[src/design/alpe_pkg.sv]
`default_nettype none

package alpe_pkg;

    // Chain geometry
    localparam int PIXEL_COUNT    = 8;
    localparam int BITS_PER_PIXEL = 32;
    localparam int PIX_W          = (PIXEL_COUNT > 1) ? $clog2(PIXEL_COUNT) : 1;
    localparam int BIT_W          = 5;
    localparam logic [PIX_W-1:0] LAST_PIX  = PIX_W'(PIXEL_COUNT - 1);
    localparam logic [BIT_W-1:0] FIRST_BIT = BIT_W'(BITS_PER_PIXEL - 1);

    // Field widths
    localparam int WORD_W     = 32;
    localparam int IDX_W      = 3;
    localparam int LEN_W      = 10;
    localparam int GAP_W      = 16;
    localparam int S_TDATA_W  = 40;
    localparam int M_TDATA_W  = 8;
    localparam int CFG_IDX_W  = 3;
    localparam int CFG_DATA_W = 16;

    // Register indexes
    localparam logic [CFG_IDX_W-1:0] CFG_ONE_HIGH  = 3'd0;
    localparam logic [CFG_IDX_W-1:0] CFG_ONE_LOW   = 3'd1;
    localparam logic [CFG_IDX_W-1:0] CFG_ZERO_HIGH = 3'd2;
    localparam logic [CFG_IDX_W-1:0] CFG_ZERO_LOW  = 3'd3;
    localparam logic [CFG_IDX_W-1:0] CFG_GAP       = 3'd4;

    // Register reset values
    localparam logic [LEN_W-1:0] ONE_HIGH_RST  = LEN_W'(700 / 5);
    localparam logic [LEN_W-1:0] ONE_LOW_RST   = LEN_W'(800 / 5);
    localparam logic [LEN_W-1:0] ZERO_HIGH_RST = LEN_W'(350 / 5);
    localparam logic [LEN_W-1:0] ZERO_LOW_RST  = LEN_W'(600 / 5);
    localparam logic [GAP_W-1:0] GAP_RST       = GAP_W'(60000 / 5);

    // Item kind carried in tuser
    localparam logic ACT_TICK  = 1'b0;
    localparam logic ACT_WRITE = 1'b1;

endpackage

`default_nettype wire

[src/design/addressable_led_pulse_encoder_core.sv]
`default_nettype none

// Pulse encoder for a chain of serial addressable LEDs.
// Input stream (s_axis): one item per tick or pixel write. tuser[0] selects
// the kind: 0 = one tick of the waveform passes, 1 = write tdata[34:3] into
// pixel tdata[2:0] (indexes past the chain are dropped). Each item yields one
// output item (m_axis): tdata[0] is the data line level during that tick,
// tlast marks the last tick of a frame's trailing gap. A write item reports
// the current level and never tlast.
// Config channel: i_cfg_index selects a timing register, i_cfg_data holds
// the value; ready whenever out of reset. Write it only while the stream is idle.
// Input items are registered as output items; one item per cycle is sustained
// while m_axis_tready stays high. The pixel store sits in a one-port-read RAM
// prefetched at the next pixel to send, so a pixel load never waits on the read.
// A stall on m_axis fills a one-item skid stage, then s_axis_tready drops.
// Reset (sync, active low) empties both output stages, holds both ready
// lines low, restores the timing registers, clears the store via per-entry
// valid bits and restarts the frame at its leading gap.
module addressable_led_pulse_encoder_core (
    input  wire logic                                i_clk,
    input  wire logic                                i_rst_n,
    input  wire logic                                s_axis_tvalid,
    output logic                                     s_axis_tready,
    input  wire logic [alpe_pkg::S_TDATA_W-1:0]      s_axis_tdata,  // pixel_index, pixel_value
    input  wire logic [0:0]                          s_axis_tuser,  // action
    output logic                                     m_axis_tvalid,
    input  wire logic                                m_axis_tready,
    output logic      [alpe_pkg::M_TDATA_W-1:0]      m_axis_tdata,  // data_pin
    output logic                                     m_axis_tlast,  // frame_done
    input  wire logic                                i_cfg_valid,
    output logic                                     o_cfg_ready,
    input  wire logic [alpe_pkg::CFG_IDX_W-1:0]      i_cfg_index,
    input  wire logic [alpe_pkg::CFG_DATA_W-1:0]     i_cfg_data
);

    typedef enum logic [1:0] {
        PH_LEAD  = 2'd0,
        PH_HIGH  = 2'd1,
        PH_LOW   = 2'd2,
        PH_TRAIL = 2'd3
    } t_phase;

    // Timing registers
    logic [alpe_pkg::LEN_W-1:0] r_one_high, r_one_low, r_zero_high, r_zero_low;
    logic [alpe_pkg::GAP_W-1:0] r_gap;

    assign o_cfg_ready = i_rst_n;

    always_ff @(posedge i_clk) begin
        if (!i_rst_n) begin
            r_one_high  <= alpe_pkg::ONE_HIGH_RST;
            r_one_low   <= alpe_pkg::ONE_LOW_RST;
            r_zero_high <= alpe_pkg::ZERO_HIGH_RST;
            r_zero_low  <= alpe_pkg::ZERO_LOW_RST;
            r_gap       <= alpe_pkg::GAP_RST;
        end else if (i_cfg_valid) begin
            case (i_cfg_index)
                alpe_pkg::CFG_ONE_HIGH:  r_one_high  <= i_cfg_data[alpe_pkg::LEN_W-1:0];
                alpe_pkg::CFG_ONE_LOW:   r_one_low   <= i_cfg_data[alpe_pkg::LEN_W-1:0];
                alpe_pkg::CFG_ZERO_HIGH: r_zero_high <= i_cfg_data[alpe_pkg::LEN_W-1:0];
                alpe_pkg::CFG_ZERO_LOW:  r_zero_low  <= i_cfg_data[alpe_pkg::LEN_W-1:0];
                alpe_pkg::CFG_GAP:       r_gap       <= i_cfg_data;
                default: ;
            endcase
        end
    end

    // Input item decode
    logic                              in_fire;
    logic                              in_act;
    logic [alpe_pkg::IDX_W-1:0]        in_idx;
    logic [alpe_pkg::WORD_W-1:0]       in_word;
    logic                              we;
    logic [alpe_pkg::PIX_W-1:0]        waddr;

    assign in_fire = s_axis_tvalid && s_axis_tready;
    assign in_act  = s_axis_tuser[0];
    assign in_idx  = s_axis_tdata[alpe_pkg::IDX_W-1:0];
    assign in_word = s_axis_tdata[alpe_pkg::IDX_W +: alpe_pkg::WORD_W];
    assign waddr   = alpe_pkg::PIX_W'(in_idx);
    assign we      = in_fire && (in_act == alpe_pkg::ACT_WRITE)
                     && (32'(in_idx) < 32'(alpe_pkg::PIXEL_COUNT));

    // Frame state
    t_phase                            r_phase;
    logic [alpe_pkg::GAP_W-1:0]        r_tick;
    logic [alpe_pkg::BIT_W-1:0]        r_bitpos;
    logic [alpe_pkg::PIX_W-1:0]        r_pix;
    logic [alpe_pkg::WORD_W-1:0]       r_shift;

    // Pixel store with prefetch of the next pixel to load
    logic [alpe_pkg::PIX_W-1:0]        rd_addr;
    logic [alpe_pkg::WORD_W-1:0]       rdata;
    logic [alpe_pkg::PIXEL_COUNT-1:0]  r_valid;
    logic                              r_rdv;
    logic                              r_fwd_v;
    logic [alpe_pkg::WORD_W-1:0]       r_fwd_d;
    logic [alpe_pkg::WORD_W-1:0]       load_word;

    assign rd_addr = (r_phase == PH_LEAD || r_phase == PH_TRAIL || r_pix == alpe_pkg::LAST_PIX)
                     ? '0 : r_pix + 1'b1;

    alpe_ram #(
        .WIDTH (alpe_pkg::WORD_W),
        .DEPTH (alpe_pkg::PIXEL_COUNT)
    ) u_store (
        .i_clk   (i_clk),
        .i_we    (we),
        .i_waddr (waddr),
        .i_wdata (in_word),
        .i_raddr (rd_addr),
        .o_rdata (rdata)
    );

    // Valid bits stand in for clearing; forward a write that hit the read
    always_ff @(posedge i_clk) begin
        if (!i_rst_n) begin
            r_valid <= '0;
            r_rdv   <= 1'b0;
            r_fwd_v <= 1'b0;
        end else begin
            if (we) begin
                r_valid[waddr] <= 1'b1;
            end
            r_rdv   <= r_valid[rd_addr];
            r_fwd_v <= we && (waddr == rd_addr);
        end
        r_fwd_d <= in_word;
    end

    assign load_word = r_fwd_v ? r_fwd_d : (r_rdv ? rdata : '0);

    // Length of the current phase and its end
    logic                              cur_bit;
    logic [alpe_pkg::GAP_W-1:0]        raw_len;
    logic [alpe_pkg::GAP_W-1:0]        len;
    logic                              expire;
    logic                              level;

    assign cur_bit = r_shift[r_bitpos];
    assign level   = (r_phase == PH_HIGH);

    always_comb begin
        case (r_phase)
            PH_HIGH: raw_len = alpe_pkg::GAP_W'(cur_bit ? r_one_high : r_zero_high);
            PH_LOW:  raw_len = alpe_pkg::GAP_W'(cur_bit ? r_one_low : r_zero_low);
            default: raw_len = r_gap;
        endcase
        len    = (raw_len == '0) ? alpe_pkg::GAP_W'(1) : raw_len;
        expire = ({1'b0, r_tick} + 17'd1) >= {1'b0, len};
    end

    // Next state for a tick item
    t_phase                            n_phase;
    logic [alpe_pkg::GAP_W-1:0]        n_tick;
    logic [alpe_pkg::BIT_W-1:0]        n_bitpos;
    logic [alpe_pkg::PIX_W-1:0]        n_pix;
    logic [alpe_pkg::WORD_W-1:0]       n_shift;
    logic                              n_done;

    always_comb begin
        n_phase  = r_phase;
        n_tick   = r_tick + 1'b1;
        n_bitpos = r_bitpos;
        n_pix    = r_pix;
        n_shift  = r_shift;
        n_done   = 1'b0;
        if (expire) begin
            n_tick = '0;
            case (r_phase)
                PH_LEAD: begin
                    n_pix    = '0;
                    n_shift  = load_word;
                    n_bitpos = alpe_pkg::FIRST_BIT;
                    n_phase  = PH_HIGH;
                end
                PH_HIGH: begin
                    n_phase = PH_LOW;
                end
                PH_LOW: begin
                    if (r_bitpos != '0) begin
                        n_bitpos = r_bitpos - 1'b1;
                        n_phase  = PH_HIGH;
                    end else if (r_pix != alpe_pkg::LAST_PIX) begin
                        n_pix    = r_pix + 1'b1;
                        n_shift  = load_word;
                        n_bitpos = alpe_pkg::FIRST_BIT;
                        n_phase  = PH_HIGH;
                    end else begin
                        n_phase = PH_TRAIL;
                    end
                end
                default: begin
                    n_done  = 1'b1;
                    n_phase = PH_LEAD;
                end
            endcase
        end
    end

    // Frame state and output/skid registers
    logic       r_out_v, r_out_pin, r_out_done;
    logic       r_sk_v, r_sk_pin, r_sk_done;
    logic       out_fire;
    logic       res_done;

    assign out_fire      = r_out_v && m_axis_tready;
    assign s_axis_tready = i_rst_n && !r_sk_v;
    assign res_done      = (in_act == alpe_pkg::ACT_TICK) && n_done;

    always_ff @(posedge i_clk) begin
        if (!i_rst_n) begin
            r_phase  <= PH_LEAD;
            r_tick   <= '0;
            r_bitpos <= alpe_pkg::FIRST_BIT;
            r_pix    <= '0;
            r_shift  <= '0;
            r_out_v  <= 1'b0;
            r_sk_v   <= 1'b0;
        end else begin
            if (in_fire && in_act == alpe_pkg::ACT_TICK) begin
                r_phase  <= n_phase;
                r_tick   <= n_tick;
                r_bitpos <= n_bitpos;
                r_pix    <= n_pix;
                r_shift  <= n_shift;
            end
            if (r_sk_v) begin
                if (out_fire) begin
                    r_out_pin  <= r_sk_pin;
                    r_out_done <= r_sk_done;
                    r_sk_v     <= 1'b0;
                end
            end else if (in_fire) begin
                if (!r_out_v || out_fire) begin
                    r_out_v    <= 1'b1;
                    r_out_pin  <= level;
                    r_out_done <= res_done;
                end else begin
                    r_sk_v    <= 1'b1;
                    r_sk_pin  <= level;
                    r_sk_done <= res_done;
                end
            end else if (out_fire) begin
                r_out_v <= 1'b0;
            end
        end
    end

    assign m_axis_tvalid = r_out_v;
    assign m_axis_tdata  = {{(alpe_pkg::M_TDATA_W - 1){1'b0}}, r_out_pin};
    assign m_axis_tlast  = r_out_done;

endmodule

`default_nettype wire

[src/design/alpe_ram.sv]
`default_nettype none

// Simple dual-port RAM, registered read, read returns the old data on a collision
module alpe_ram #(
    parameter int WIDTH = 32,
    parameter int DEPTH = 8
) (
    input  wire logic                                   i_clk,
    input  wire logic                                   i_we,
    input  wire logic [((DEPTH > 1) ? $clog2(DEPTH) : 1)-1:0] i_waddr,
    input  wire logic [WIDTH-1:0]                       i_wdata,
    input  wire logic [((DEPTH > 1) ? $clog2(DEPTH) : 1)-1:0] i_raddr,
    output logic      [WIDTH-1:0]                       o_rdata
);

    logic [WIDTH-1:0] r_mem [DEPTH];

    always_ff @(posedge i_clk) begin
        if (i_we) begin
            r_mem[i_waddr] <= i_wdata;
        end
        o_rdata <= r_mem[i_raddr];
    end

endmodule

`default_nettype wire

[config.mk]
export PLATFORM = sky130hd
export DESIGN_NAME = addressable_led_pulse_encoder_core
export DESIGN_NICKNAME = d
export VERILOG_FILES = /design/src/design/alpe_pkg.sv /design/src/design/addressable_led_pulse_encoder_core.sv /design/src/design/alpe_ram.sv
export SDC_FILE = /design/constraint.sdc
export NUM_CORES = 1
export LEC_CHECK = 0
export ABC_AREA = 1
export BUFFER_PORTS_ARGS = -buffer_cell sky130_fd_sc_hd__buf_2
export CELL_PAD_IN_SITES_DETAIL_PLACEMENT = 2
export CELL_PAD_IN_SITES_GLOBAL_PLACEMENT = 2
export CORE_ASPECT_RATIO = 0.9
export CORE_MARGIN = 4
export CORE_UTILIZATION = 38
export CTS_BUF_LIST = sky130_fd_sc_hd__clkbuf_2
export DETAILED_ROUTE_END_ITERATION = 10
export GPL_ROUTABILITY_DRIVEN = 0
export PLACE_DENSITY = 0.87
export SYNTH_ARGS = -nofsm -noshare
export SYNTH_HDL_FRONTEND = slang
export SYNTH_SLANG_ARGS = --single-unit
[constraint.sdc]
create_clock -name i_clk -period 3.7 [get_ports i_clk]
set_input_delay 0.185 -clock i_clk [delete_from_list [all_inputs] [get_ports i_clk]]
set_output_delay 0.185 -clock i_clk [all_outputs]
set_load 0.005 [all_outputs]
# Word-level counts from Yosys, hierarchy flattened
# Memory sizes are Yosys's and may differ from the RTL's. A register that Yosys moved wholly into a read port is not among the register bits.
# Index checks and enable logic that the tools add are counted.
totals:
  latch_bits: 0
  n_memories: 1
  in_bits: 65
  output_inout_bits: 12
  romBits: 0
  ramBits: 256
  wordCells: 127
  reg_bits: 162
memory_table:
  columns: ["memory", "words", "width", "rd", "rd_clocked_by_memory_dff", "wr", "line_no", "text"]
  rows:
  - ["u_store.r_mem", 8, 32, 1, 1, 1, "alpe_ram.sv:16", "logic [WIDTH-1:0] r_mem [DEPTH];"]
classes:
  shifts: 0
  reduce_logical: 33
  multipliers: 0
  bitwise_logic: 4
  div_mod_pow: 0
  n_addsub: 4
  n_eq_ne: 15
  muxes: 45
  order_cmp: 5
op_table:
  columns: ["operator", "count"]
  rows:
  - ["$mux 32", 4]
  - ["$pmux 32 s2", 1]
  - ["$mux 16", 2]
  - ["$pmux 16 s2", 1]
  - ["$mux 1", 22]
  - ["$mux 10", 2]
  - ["$add 16x1->17 const B", 1]
  - ["$ge 17x16->1", 1]
  - ["$add 16x1->16 const B", 1]
  - ["$logic_not 16->1", 1]
  - ["$reduce_and 2->1", 6]
  - ["$reduce_and 4->1", 3]
  - ["$mux 5", 2]
  - ["$pmux 5 s2", 1]
  - ["$mux 3", 3]
  - ["$logic_and 1x1->1", 8]
  - ["$lt 3x4->1 const B", 2]
  - ["$or 8x8->8", 1]
  - ["$reduce_bool 2->1", 4]
  - ["$eq 3x2->1 const B", 2]
  - ["$eq 3x3->1 const B", 2]
  - ["$lt 5x6->1 const B", 1]
  - ["$ne 3x3->1 const B", 2]
  - ["$pmux 2 s3", 1]
  - ["other kinds (23)", 32]

# Depth between registers and ports, before layout
# Gate-level depths: netlist of the first run.
logic_depth:
  word_depth: 12
  mapped_depth: 33
  mapped_depth_nobuf: 31

# Hierarchy
# A second synthesis of the first run with hierarchy kept.
unflattened:
  hier_cells: 2274
  area_unflattened_um2: 19770.2
by_module_without_submodules:
  columns: ["module", "n_inst", "seq_area_each_um2", "cells_each", "area_each_um2"]
  rows:
  - ["alpe_ram", 1, 8328.0, 1156, 11872.6]
  - ["addressable_led_pulse_encoder_core", 1, 3283.1, 1118, 7897.6]

# Worst setup path after synthesis of the first run
# OpenSTA, ideal clock, no wires.
synth_timing:
  kind: "in2reg"
  start: "input i_rst_n"
  end: "memory u_store.r_mem[1][0], enable pin"
  path_stages: 9
  slack_ps: 8
  required_ps: 3236
  arrival_ps: 3228
  setup_ps: 464
  n_path_buf: 1
  cell_sequence: "buf_2 -> inv_2 -> nor2_1 -> nand2_1 -> nor2_1 -> inv_1 -> nor2_1 -> inv_1 -> nor3_1"
synth_via:
  elab_chain_len: 5
synth_lines:
  columns: ["item", "line_no", "text"]
  rows:
  - ["from (decl)", "addressable_led_pulse_encoder_core.sv:21", "input wire logic i_rst_n,"]
  - ["$logic_and 1x1->1", "addressable_led_pulse_encoder_core.sv:208", "assign s_axis_tready = i_rst_n && !r_sk_v;"]
  - ["named net s_axis_tready", "addressable_led_pulse_encoder_core.sv:23", "output logic s_axis_tready,"]
  - ["$logic_and 1x1->1", "addressable_led_pulse_encoder_core.sv:76", "assign in_fire = s_axis_tvalid && s_axis_tready;"]
  - ["$logic_and 1x1->1", "addressable_led_pulse_encoder_core.sv:81", "assign we = in_fire && (in_act == alpe_pkg::ACT_WRITE)"]
  - ["$mux 1", "alpe_ram.sv:19", "if (i_we) begin"]
  - ["$mux 1 (not written as such)", "alpe_ram.sv:20", "r_mem[i_waddr] <= i_wdata;"]
  - ["to (decl)", "alpe_ram.sv:16", null]
# The timed path passes the listed nets, and every way through them passes these cells.

# Worst setup path after layout of the first run
layout_timing:
  start: "register r_bitpos[0] (netlist name)"
  end: "register r_shift[15] (netlist name)"
layout_via:
  elab_chain_len: 8
  elab_cells_between_ends: 11
  classes_between: "1 x order compare; 1 x eq/ne; 6 x mux; 3 x reduce/logical"
layout_lines:
  columns: ["item", "line_no", "text"]
  rows:
  - ["from (decl)", "addressable_led_pulse_encoder_core.sv:87", "logic [alpe_pkg::BIT_W-1:0] r_bitpos;"]
  - ["from (signal assigned)", "addressable_led_pulse_encoder_core.sv:215", "r_bitpos <= alpe_pkg::FIRST_BIT;"]
  - ["from (signal assigned)", "addressable_led_pulse_encoder_core.sv:224", "r_bitpos <= n_bitpos;"]
  - ["$bmux 1 s5", "addressable_led_pulse_encoder_core.sv:140", "assign cur_bit = r_shift[r_bitpos];"]
  - ["$mux 1 (not written as such)", "addressable_led_pulse_encoder_core.sv:140", null]
  - ["$mux 10 (on tied branches)", "addressable_led_pulse_encoder_core.sv:146, addressable_led_pulse_encoder_core.sv:145", null]
  - ["$pmux 16 s2", "addressable_led_pulse_encoder_core.sv:144", "case (r_phase)"]
  - ["$logic_not 16->1", "addressable_led_pulse_encoder_core.sv:149", "len = (raw_len == '0) ? alpe_pkg::GAP_W'(1) : raw_len;"]
  - ["$mux 16", "addressable_led_pulse_encoder_core.sv:149", null]
  - ["$ge 17x16->1", "addressable_led_pulse_encoder_core.sv:150", "expire = ({1'b0, r_tick} + 17'd1) >= {1'b0, len};"]
  - ["$reduce_and 5->1 (no source line) *", null, null]
  - ["to (signal assigned)", "addressable_led_pulse_encoder_core.sv:226", "r_shift <= n_shift;"]
  - ["to (decl)", "addressable_led_pulse_encoder_core.sv:89", "logic [alpe_pkg::WORD_W-1:0] r_shift;"]
# Every way passes the cells marked *; elsewhere a longest branch is shown, timed or not. The select of a mux whose other input is x is not followed.
# A chain may end at the register's enable or synchronous reset.

==> results of run 1 <==
## power groups by stage
stage / sequential, W / combinational, W / clock (W)
CTS: 0.00538 / 0.000388 / 0.00375
global route: 0.00540 / 0.000499 / 0.00452
global placement: 0.00548 / 0.000240 / 0
finish: 0.00540 / 0.000484 / 0.00431
detailed placement: 0.00549 / 0.000262 / 0
floorplan: 0.00548 / 0.000122 / 0
## how the worst max path moves through the flow
stage / startpoint / endpoint / slack [ns] / cells past startpoint
after floorplan: i_rst_n / u_store.r_mem[1][0]$_DFFE_PP_ / 0.008 / 9
after global placement: r_bitpos[0]$_SDFFE_PN1P_ / r_bitpos[0]$_SDFFE_PN1P_ / -0.08 / 28
after detailed placement: r_bitpos[0]$_SDFFE_PN1P_ / r_bitpos[1]$_SDFFE_PN1P_ / -0.35 / 28
after CTS: r_bitpos[0]$_SDFFE_PN1P_ / r_shift[8]$_SDFFE_PN0P_ / -0.20 / 32
after global routing: r_bitpos[0]$_SDFFE_PN1P_ / r_shift[15]$_SDFFE_PN0P_ / -1.03 / 34
final: r_bitpos[0]$_SDFFE_PN1P_ / r_shift[15]$_SDFFE_PN0P_ / -1.01 / 32
## flip-flops by register name, indices dropped and copies added (netlist names), 2 cells and up
| register | cells |
|---|---|
| r_fwd_d | 32 |
| r_zero_low | 10 |
| r_pix | 3 |
| u_store.o_rdata | 32 |
| r_bitpos | 5 |
| r_phase | 2 |
| r_valid | 8 |
| r_gap | 16 |
| r_one_low | 10 |
| r_one_high | 10 |
| r_zero_high | 10 |
| u_store.r_mem | 256 |
| r_tick | 16 |
| r_shift | 32 |
## metal layers
| metal | wire (um) | GRT usage (%) |
|---|---|---|
| met5 | 0 | 0 |
| met4 | 10770 | 23.22 |
| met3 | 6752 | 6.969 |
| met2 | 50390 | 60.84 |
| met1 | 34780 | 35.56 |
## cells in the final DEF (no fill, tap or decap), types with 55 or more instances in the layout
cell type	n
sky130_fd_sc_hd__clkbuf_2	171
sky130_fd_sc_hd__or2_2	74
sky130_fd_sc_hd__dlygate4sd3_1	145
sky130_fd_sc_hd__dfxtp_1	186
sky130_fd_sc_hd__nand3_2	55
sky130_fd_sc_hd__a21oi_1	55
sky130_fd_sc_hd__o21ai_0	115
sky130_fd_sc_hd__o211ai_1	71
sky130_fd_sc_hd__nor2_1	260
sky130_fd_sc_hd__nand3_1	84
sky130_fd_sc_hd__inv_1	88
sky130_fd_sc_hd__nand2_1	268
sky130_fd_sc_hd__buf_2	65
sky130_fd_sc_hd__edfxtp_1	260
## through the flow
stage | TNS (ns) | instance area [um2]
after CTS | -5.380 | 22830
after floorplan | 0 | 18480
after global placement | -0.8849 | 19560
final | -49.86 | 23760
after global routing | -53.10 | 23750
after detailed placement | -13.47 | 19560
## tightest hold or removal path, stage by stage
cell	delay, ns
sky130_fd_sc_hd__dlygate4sd3_1	0.54
sky130_fd_sc_hd__buf_2	0.13
sky130_fd_sc_hd__buf_4	0.35
sky130_fd_sc_hd__nand3_1	0.25
## area by class of cell
class                   instances  area share [%]
diodes                          6         0.06320
inverters                     100           1.707
flip-flops and latches        450           48.91
repair buffers                292           12.00
multi-input cells            1217           29.52
well taps                     624           3.287
clock buffers                 171           3.603
clock inverters                43          0.9112
## timing repair
| item | 4_1_cts | 5_1_grt |
|---|---|---|
| endpoints found under the hold margin | 676 | 0 |
| setup endpoints to repair | 60 | 61 |
| pin swaps | 14 | 72 |
| setup buffers | 12 | 6 |
| hold buffers | 146 | 0 |
| cloned | 11 | 4 |
| gates resized for setup | 88 | 187 |
## cells by family (layout without fill, tap and decap cells)
kind of cell / count (synthesis) / in the layout / share of synthesized area (%)
xor+xnor: 13 / 13 / 0.6168
other cells: 1 / 13 / 0.02032
buf+inv: 215 / 606 / 4.955
compound gates: 312 / 312 / 9.788
simple gates: 861 / 861 / 20.09
flops: 450 / 450 / 62.90
fa+ha+maj: 24 / 24 / 1.627
==> results.md, run 1 <==
| Stage | Parameter | Reported |
|:---|:---|:---|
| synthesis | Mapped cell area | 18460 um2 |
| global route | Total routing usage reported by global routing | 33.93% |
| timing | Actual transition at the worst max-transition pin | 1.190 ns |
| critical path | Maximum single-stage delay on the critical path | 0.44 ns |
| cells and area | Total Nets Final | 2263 |
| timing | Hold Slack | 0.08533 ns |
| critical path | Reg-to-reg critical path startpoint | r_bitpos[0]$_SDFFE_PN1P_ |
| timing | Count of final max-slew check failures | 0 |
| floorplan | Num ports | 77 |
| timing | Final worst slack | -1.005 ns |
| global route | Number of antenna violations at the first check in global routing | 5 |
| min path | Class of the worst hold path | in -> reg |
| global route | Total grt overflow | 0 |
| critical path | Length in cells of the worst reg-to-reg path | 32 |
| cells and area | Non-Filler Instances | 2903 |
| route | Overall routed net length | 102.7 mm |
| synthesis | Most common library cells after synthesis | 325 x sky130_fd_sc_hd__nand2_1, 277 x sky130_fd_sc_hd__nor2_1, 260 x sky130_fd_sc_hd__edfxtp_1 |
| min path | Min-Delay Endpoint | r_one_low[5]$_SDFFE_PN1P_ |
| critical path | Classification of the worst setup path | reg -> reg |
| route | Antenna violation net count after detailed routing | 0 |
| critical path | Reg2reg setup slack | -1.01 ns |
| critical path | Count of buffer and inverter cells on the critical path | 6 |
| floorplan | Area of the die | 52170 um2 |
| synthesis | Async S/R FF share, synth | 0% |
| floorplan | Std cell rows | 76 |
| floorplan | Die height | 217.1 um |
| timing | Minimum period implied by the final worst setup slack | 4.705 ns |
| synthesis | Most common cell in the synthesized netlist | sky130_fd_sc_hd__nand2_1 |
| timing | Final Hold Vio Count | 0 |
| placed design | DP HPWL | 36.47 mm |
| critical path | Capture instance of the worst register-to-register path | r_shift[15]$_SDFFE_PN0P_ |
| floorplan | Initial Util | 38.52% |
| cells and area | Area growth from synthesis to layout | 28.69% |
| min path | Launch instance of the worst min-delay path | i_rst_n |
| synthesis | Flip-flop and latch count after synthesis | 450 |
| clocking | Root buffer cell | sky130_fd_sc_hd__clkbuf_2 |
| cells and area | Fillers | 4869 |
| clocking | Clock transition at the registers of the reported paths | 0.29 ns |
| timing | Setup-failing EPs final | 61 |
| critical path | Type of origin of the critical path | flip-flop |
| power | Switching power of the nets | 0.003376 W |
| global route | Vias in the first global route | 19.39k |
| critical path | Master of the slowest instance on the critical path | sky130_fd_sc_hd__dfxtp_4 |
| synthesis | Synthesis Warnings | 0 |
| synthesis | Area share of the leading cell type in the synthesized netlist | 42.30% |
| floorplan | Overall die width | 240.3 um |
| power | Switching power share of the total | 33.11% |
| cells and area | Proportion of layout cells with a drive suffix above 1 | 26.79% |
| route | Number of detailed-routing iterations run before antenna repair | 5 |
| synthesis | Synth cell types | 39 |
| cells and area | Core occupancy in the finished layout | 49.57% |
| power | Power per cell area | 429.2 nW/um2 |
| timing | Clock skew after layout | 0.2115 ns |
| timing | RSZ-0062 raised after global routing | yes |
| placed design | Placed cell count | 2507 |
| route | Number of design rule violations left after detail routing | 0 |
| floorplan | Core area | 47930 um2 |
| critical path | Worst Path Max Fanout | 9 |
| critical path | Crit path max-delay family | simple AND/OR/NAND/NOR gates |
| timing | Max Freq | 212.5 MHz |
| power | Overall power | 0.01020 W |
| power | Part of the power in combinational logic | 4.7% |
| timing | Part of the cycle the worst path needs | 127.2% |
| clocking | Clock latency at the later pin of the worst-skew pair | 1.39 ns |
| power | Cell-internal power | 0.006820 W |
| clocking | Total number of H-tree levels | 3 |
| clocking | TritonCTS clock tree | done |
| synthesis | Post-synthesis sequential area ratio | 62.90% |
| placed design | Count of input and output buffers | 64 |
| clocking | Clock sink count | 450 |
| critical path | Worst Setup End Kind | flip-flop |
| cells and area | Combined area of the multi-input logic cells | 7013 um2 |
| power | Share of power burned in the clock network | 42.3% |
| status | Failing checks | negative setup slack |
| route | Number of vias after detailed routing | 17.94k |
| cells and area | Sequential standard cell area | 11620 um2 |
| critical path | Data required time at the worst endpoint | 4.88 ns |
| synthesis | Most frequently used flop master after synthesis | sky130_fd_sc_hd__edfxtp_1 |
| clocking | Max Buffers Root-to-Sink | 3 |
| route | Number of DRC markers after the initial detailed-route iteration | 1608 |
| route | Drt via density | 6.181 |
| synthesis | Number of synthesized flops with an enable pin | 260 |
| placed design | Post-placement setup slack | -0.3538 ns |
| synthesis | Count of mapped cells out of synthesis | 1876 |
| min path | Worst hold path depth | 4 |
| global route | Largest net degree at the start of global routing | 77 |
| synthesis | Mean cell area of the mapped netlist | 9.840 um2 |
| global route | First-pass GRT wire length | 130.6 mm |
| synthesis | Cell accounting for the most synthesized area | sky130_fd_sc_hd__edfxtp_1 |
| power | Largest voltage drop on the vdd net | 0.3985 mV |
| timing | Worst slew slack as a fraction of its limit | 20.37% |
| status | Outcome | finished with violations |
| synthesis | Largest cells by area after synthesis | sky130_fd_sc_hd__edfxtp_1 42%, sky130_fd_sc_hd__dfxtp_1 21%, sky130_fd_sc_hd__nand2_1 6.6%, sky130_fd_sc_hd__nor2_1 5.6%, sky130_fd_sc_hd__nand3_1 4.0% |
| run | Max-cap viol count | 0 |
| clocking | CTS Buf Count | 113 |
| power | Register share of total power | 53.0% |
| route | Wire per inst | 35.38 um |
| critical path | Arrival time of data at the critical path endpoint | 5.89 ns |
| power | Cell leakage power | 9.087 nW |
Note: power is estimated with default switching activity, not from simulation.
==> run 2, diff against run 1 <==
--- a/config.mk
+++ b/config.mk
@@ -16,6 +16,7 @@
 export DETAILED_ROUTE_END_ITERATION = 10
 export GPL_ROUTABILITY_DRIVEN = 0
 export PLACE_DENSITY = 0.87
+export REMOVE_ABC_BUFFERS = 1
 export SYNTH_ARGS = -nofsm -noshare
 export SYNTH_HDL_FRONTEND = slang
 export SYNTH_SLANG_ARGS = --single-unit
==> results.md, run 2 (synthesis gave the netlist of run 1 again) <==
| Stage | Parameter | Reported | Delta |
|:---|:---|:---|:---|
| floorplan | Core area | 47930 um2 | unchanged |
| floorplan | Initial Util | 38.52% | unchanged |
| timing | RSZ-0062 raised after global routing | yes |  |
| power | Part of the power in combinational logic | 4.7% | about the same |
| timing | Max Freq | 215.8 MHz | +1.6% |
| route | Wire per inst | 34.58 um | -2.2% |
| critical path | Reg-to-reg critical path startpoint | r_bitpos[0]$_SDFFE_PN1P_ |  |
| timing | Minimum period implied by the final worst setup slack | 4.633 ns | -0.07238 ns |
| route | Number of DRC markers after the initial detailed-route iteration | 2282 | +42% |
| critical path | Arrival time of data at the critical path endpoint | 5.77 ns | -0.12 ns |
| critical path | Worst Path Max Fanout | 8 | -1 |
| power | Power per cell area | 434.2 nW/um2 | +1.2% |
| global route | Vias in the first global route | 19.10k | -1.5% |
| cells and area | Fillers | 4892 | +0.47% |
| critical path | Count of buffer and inverter cells on the critical path | 6 | unchanged |
| critical path | Maximum single-stage delay on the critical path | 0.49 ns | +0.05 ns |
| power | Register share of total power | 52.5% | -0.5 points |
| timing | Clock skew after layout | 0.1734 ns | -0.03818 ns |
| critical path | Total number of cells along the worst setup path | 31 | -3.1% |
| route | Number of design rule violations left after detail routing | 0 | unchanged |
| power | Share of power burned in the clock network | 42.7% | +0.4 points |
| placed design | Count of input and output buffers | 64 | unchanged |
| floorplan | Num ports | 77 | unchanged |
| power | Largest voltage drop on the vdd net | 0.3253 mV | -18% |
| critical path | Data required time at the worst endpoint | 4.83 ns | -0.05 ns |
| clocking | Total number of H-tree levels | 3 | unchanged |
| cells and area | Fin area | 23650 um2 | -0.45% |
| cells and area | Highest-count cells in the layout ignoring fill and taps | 279 x sky130_fd_sc_hd__nand2_1, 260 x sky130_fd_sc_hd__edfxtp_1, 258 x sky130_fd_sc_hd__nor2_1 |  |
| placed design | DP HPWL | 36.37 mm | -0.27% |
| cells and area | Combined area of the multi-input logic cells | 6893 um2 | -1.7% |
| power | Cell leakage power | 9.070 nW | -0.18% |
| route | Antenna violation net count after detailed routing | 0 | unchanged |
| global route | Total grt overflow | 0 | unchanged |
| critical path | Worst setup path start | r_bitpos[0]$_SDFFE_PN1P_ |  |
| run | Max-cap viol count | 0 | unchanged |
| route | Overall routed net length | 100.1 mm | -2.5% |
| critical path | Classification of the worst setup path | reg -> reg |  |
| floorplan | Overall die width | 240.3 um | unchanged |
| critical path | Type of origin of the critical path | flip-flop |  |
| power | Switching power share of the total | 31.11% | -2.0 points |
| cells and area | Sequential standard cell area | 11620 um2 | about the same |
| floorplan | Std cell rows | 76 | unchanged |
| critical path | Most frequent cell on the critical path | sky130_fd_sc_hd__nand3_2 |  |
| clocking | CTS Buf Count | 114 | +0.88% |
| clocking | Clock sink count | 450 | unchanged |
| floorplan | Area of the die | 52170 um2 | unchanged |
| cells and area | Total Nets Final | 2257 | -0.27% |
| timing | Worst slew slack as a fraction of its limit | 27.17% | +6.8 points |
| timing | Count of final max-slew check failures | 0 | unchanged |
| timing | Final worst slack | -0.9329 ns | +0.07238 ns |
| critical path | Crit path max-delay family | simple AND/OR/NAND/NOR gates |  |
| cells and area | Commonest non-fill, non-tap cell in the layout | sky130_fd_sc_hd__nand2_1 |  |
| route | Drt via density | 6.177 | about the same |
| timing | Hold Slack | 0.03727 ns | -0.04806 ns |
| global route | First-pass GRT wire length | 129.7 mm | -0.71% |
| cells and area | Largest Register | u_store.r_mem |  |
| route | Number of detailed-routing iterations run before antenna repair | 5 | unchanged |
| power | Switching power of the nets | 0.003195 W | -5.4% |
| critical path | Reg2reg setup slack | -0.93 ns | +0.07 ns |
| timing | Actual transition at the worst max-transition pin | 1.088 ns | -0.1016 ns |
| clocking | Clock latency at the later pin of the worst-skew pair | 1.29 ns | -0.10 ns |
| critical path | Master of the slowest instance on the critical path | sky130_fd_sc_hd__dfxtp_4 |  |
| clocking | Max Buffers Root-to-Sink | 3 | unchanged |
| global route | Largest net degree at the start of global routing | 134 | +74% |
| route | Number of vias after detailed routing | 17.88k | -0.33% |
| timing | Final Hold Vio Count | 0 | unchanged |
| status | Failing checks | negative setup slack |  |
| cells and area | Core occupancy in the finished layout | 49.34% | -0.22 points |
| floorplan | Die height | 217.1 um | unchanged |
| cells and area | Area growth from synthesis to layout | 28.12% |  |
| critical path | Worst Setup End Kind | flip-flop |  |
| critical path | Capture instance of the worst register-to-register path | r_shift[30]$_SDFFE_PN0P_ |  |
| critical path | Length in cells of the worst reg-to-reg path | 31 | -3.1% |
| min path | Class of the worst hold path | in -> reg |  |
| placed design | Dpl cell area | 19660 um2 | +0.47% |
| power | Cell-internal power | 0.007074 W | +3.7% |
| critical path | Critical path capture point | r_shift[30]$_SDFFE_PN0P_ |  |
| status | Outcome | finished with violations |  |
| timing | Part of the cycle the worst path needs | 125.2% | -2.0 points |
| timing | Setup-failing EPs final | 61 | unchanged |
| cells and area | Proportion of layout cells with a drive suffix above 1 | 26.11% | -0.68 points |
| power | Overall power | 0.01027 W | +0.72% |
| clocking | Root buffer cell | sky130_fd_sc_hd__clkbuf_2 |  |
| cells and area | Flip-flop count of the largest register after layout | 256 | unchanged |
| global route | Total routing usage reported by global routing | 33.22% | -0.71 points |
| clocking | Clock transition at the registers of the reported paths | 0.19 ns | -0.10 ns |
| clocking | TritonCTS clock tree | done |  |
| global route | Number of antenna violations at the first check in global routing | 4 | -1 |
-- run 2: cell count changes in the layout (fill, tap and decap cells not counted), sizes merged --
cell         delta
buf            -12
bufinv          +4
clkbuf          +7
clkinv          -3
clkinvlp        +2
diode           -2
dlygate4sd3     +1
inv             -5
-- run 2: what timing repair did --
action                                  in CTS  in global routing
resized for setup                           71                173
buffers inserted                             6                  5
cloned                                       6                  7
endpoints found under the hold margin      658                  0
pin swaps                                   17                 63
hold buffers                               146                  0
endpoints found under the setup margin      60                 60
-- run 2: metal layers --
metal / track usage (%) / vias to the layer above / part of all wire (%)
met5: 0 / - / 0.024
met4: 18.31 / 4 / 8.3
met3: 6.956 / 559 / 7.8
met2: 57.88 / 1235 / 48
met1: 38.09 / 9044 / 36
li1: - / 7041 / -
-- run 2: area by class of cell --
type                            instances  area share (%)
Multi-Input combinational cell       1217           29.15
Sequential cell                       450           49.14
Clock inverter                         41           1.153
Tap cell                              624           3.301
Clock buffer                          174           3.682
Inverter                              100           1.709
Timing Repair Buffer                  285           11.82
Antenna cell                            4         0.04233
-- run 2: per-stage QoR --
step | setup slack (ns) | setup TNS (ns) | instances
6_report | -0.9329 | -45.43 | 2895
5_1_grt | -0.9600 | -50.24 | 2892
4_1_cts | -0.2583 | -8.203 | 2879
3_5_place_dp | -0.3482 | -14.55 | 2506
3_3_place_gp | -0.07716 | -2.042 | 2506
2_1_floorplan | -3.054 | -136.72 | 1767
-- run 2: worst min-delay path by stage --
stage	startpoint	to	slack (ns)	cells after the start
floorplan	s_axis_tdata[3]	r_fwd_d[0]$_DFF_P_	0.21	0
global placement	s_axis_tdata[31]	r_fwd_d[28]$_DFF_P_	0.38	1
detailed placement	i_cfg_data[11]	r_gap[11]$_SDFFE_PN1P_	0.40	3
CTS	s_axis_tuser	r_sk_done$_DFFE_PP_	0.009	5
global route	s_axis_tuser	r_sk_done$_DFFE_PP_	0.03	5
finish	s_axis_tuser	r_sk_done$_DFFE_PP_	0.04	5
-- run 2: power by group through the flow --
stage	Combinational [W]	Sequential (W)	Clock (W)
after floorplan	0.000102	0.00548	0
after global placement	0.000242	0.00548	0
after detailed placement	0.000270	0.00549	0
after CTS	0.000400	0.00538	0.00391
after global routing	0.000502	0.00540	0.00460
final	0.000486	0.00540	0.00439
-- run 2: tightest hold or removal path: stages --
cell and delay, ns:
sky130_fd_sc_hd__dlygate4sd3_1 0.52, sky130_fd_sc_hd__buf_2 0.13, sky130_fd_sc_hd__inv_1 0.09, sky130_fd_sc_hd__nand3_2 0.11, sky130_fd_sc_hd__inv_1 0.05
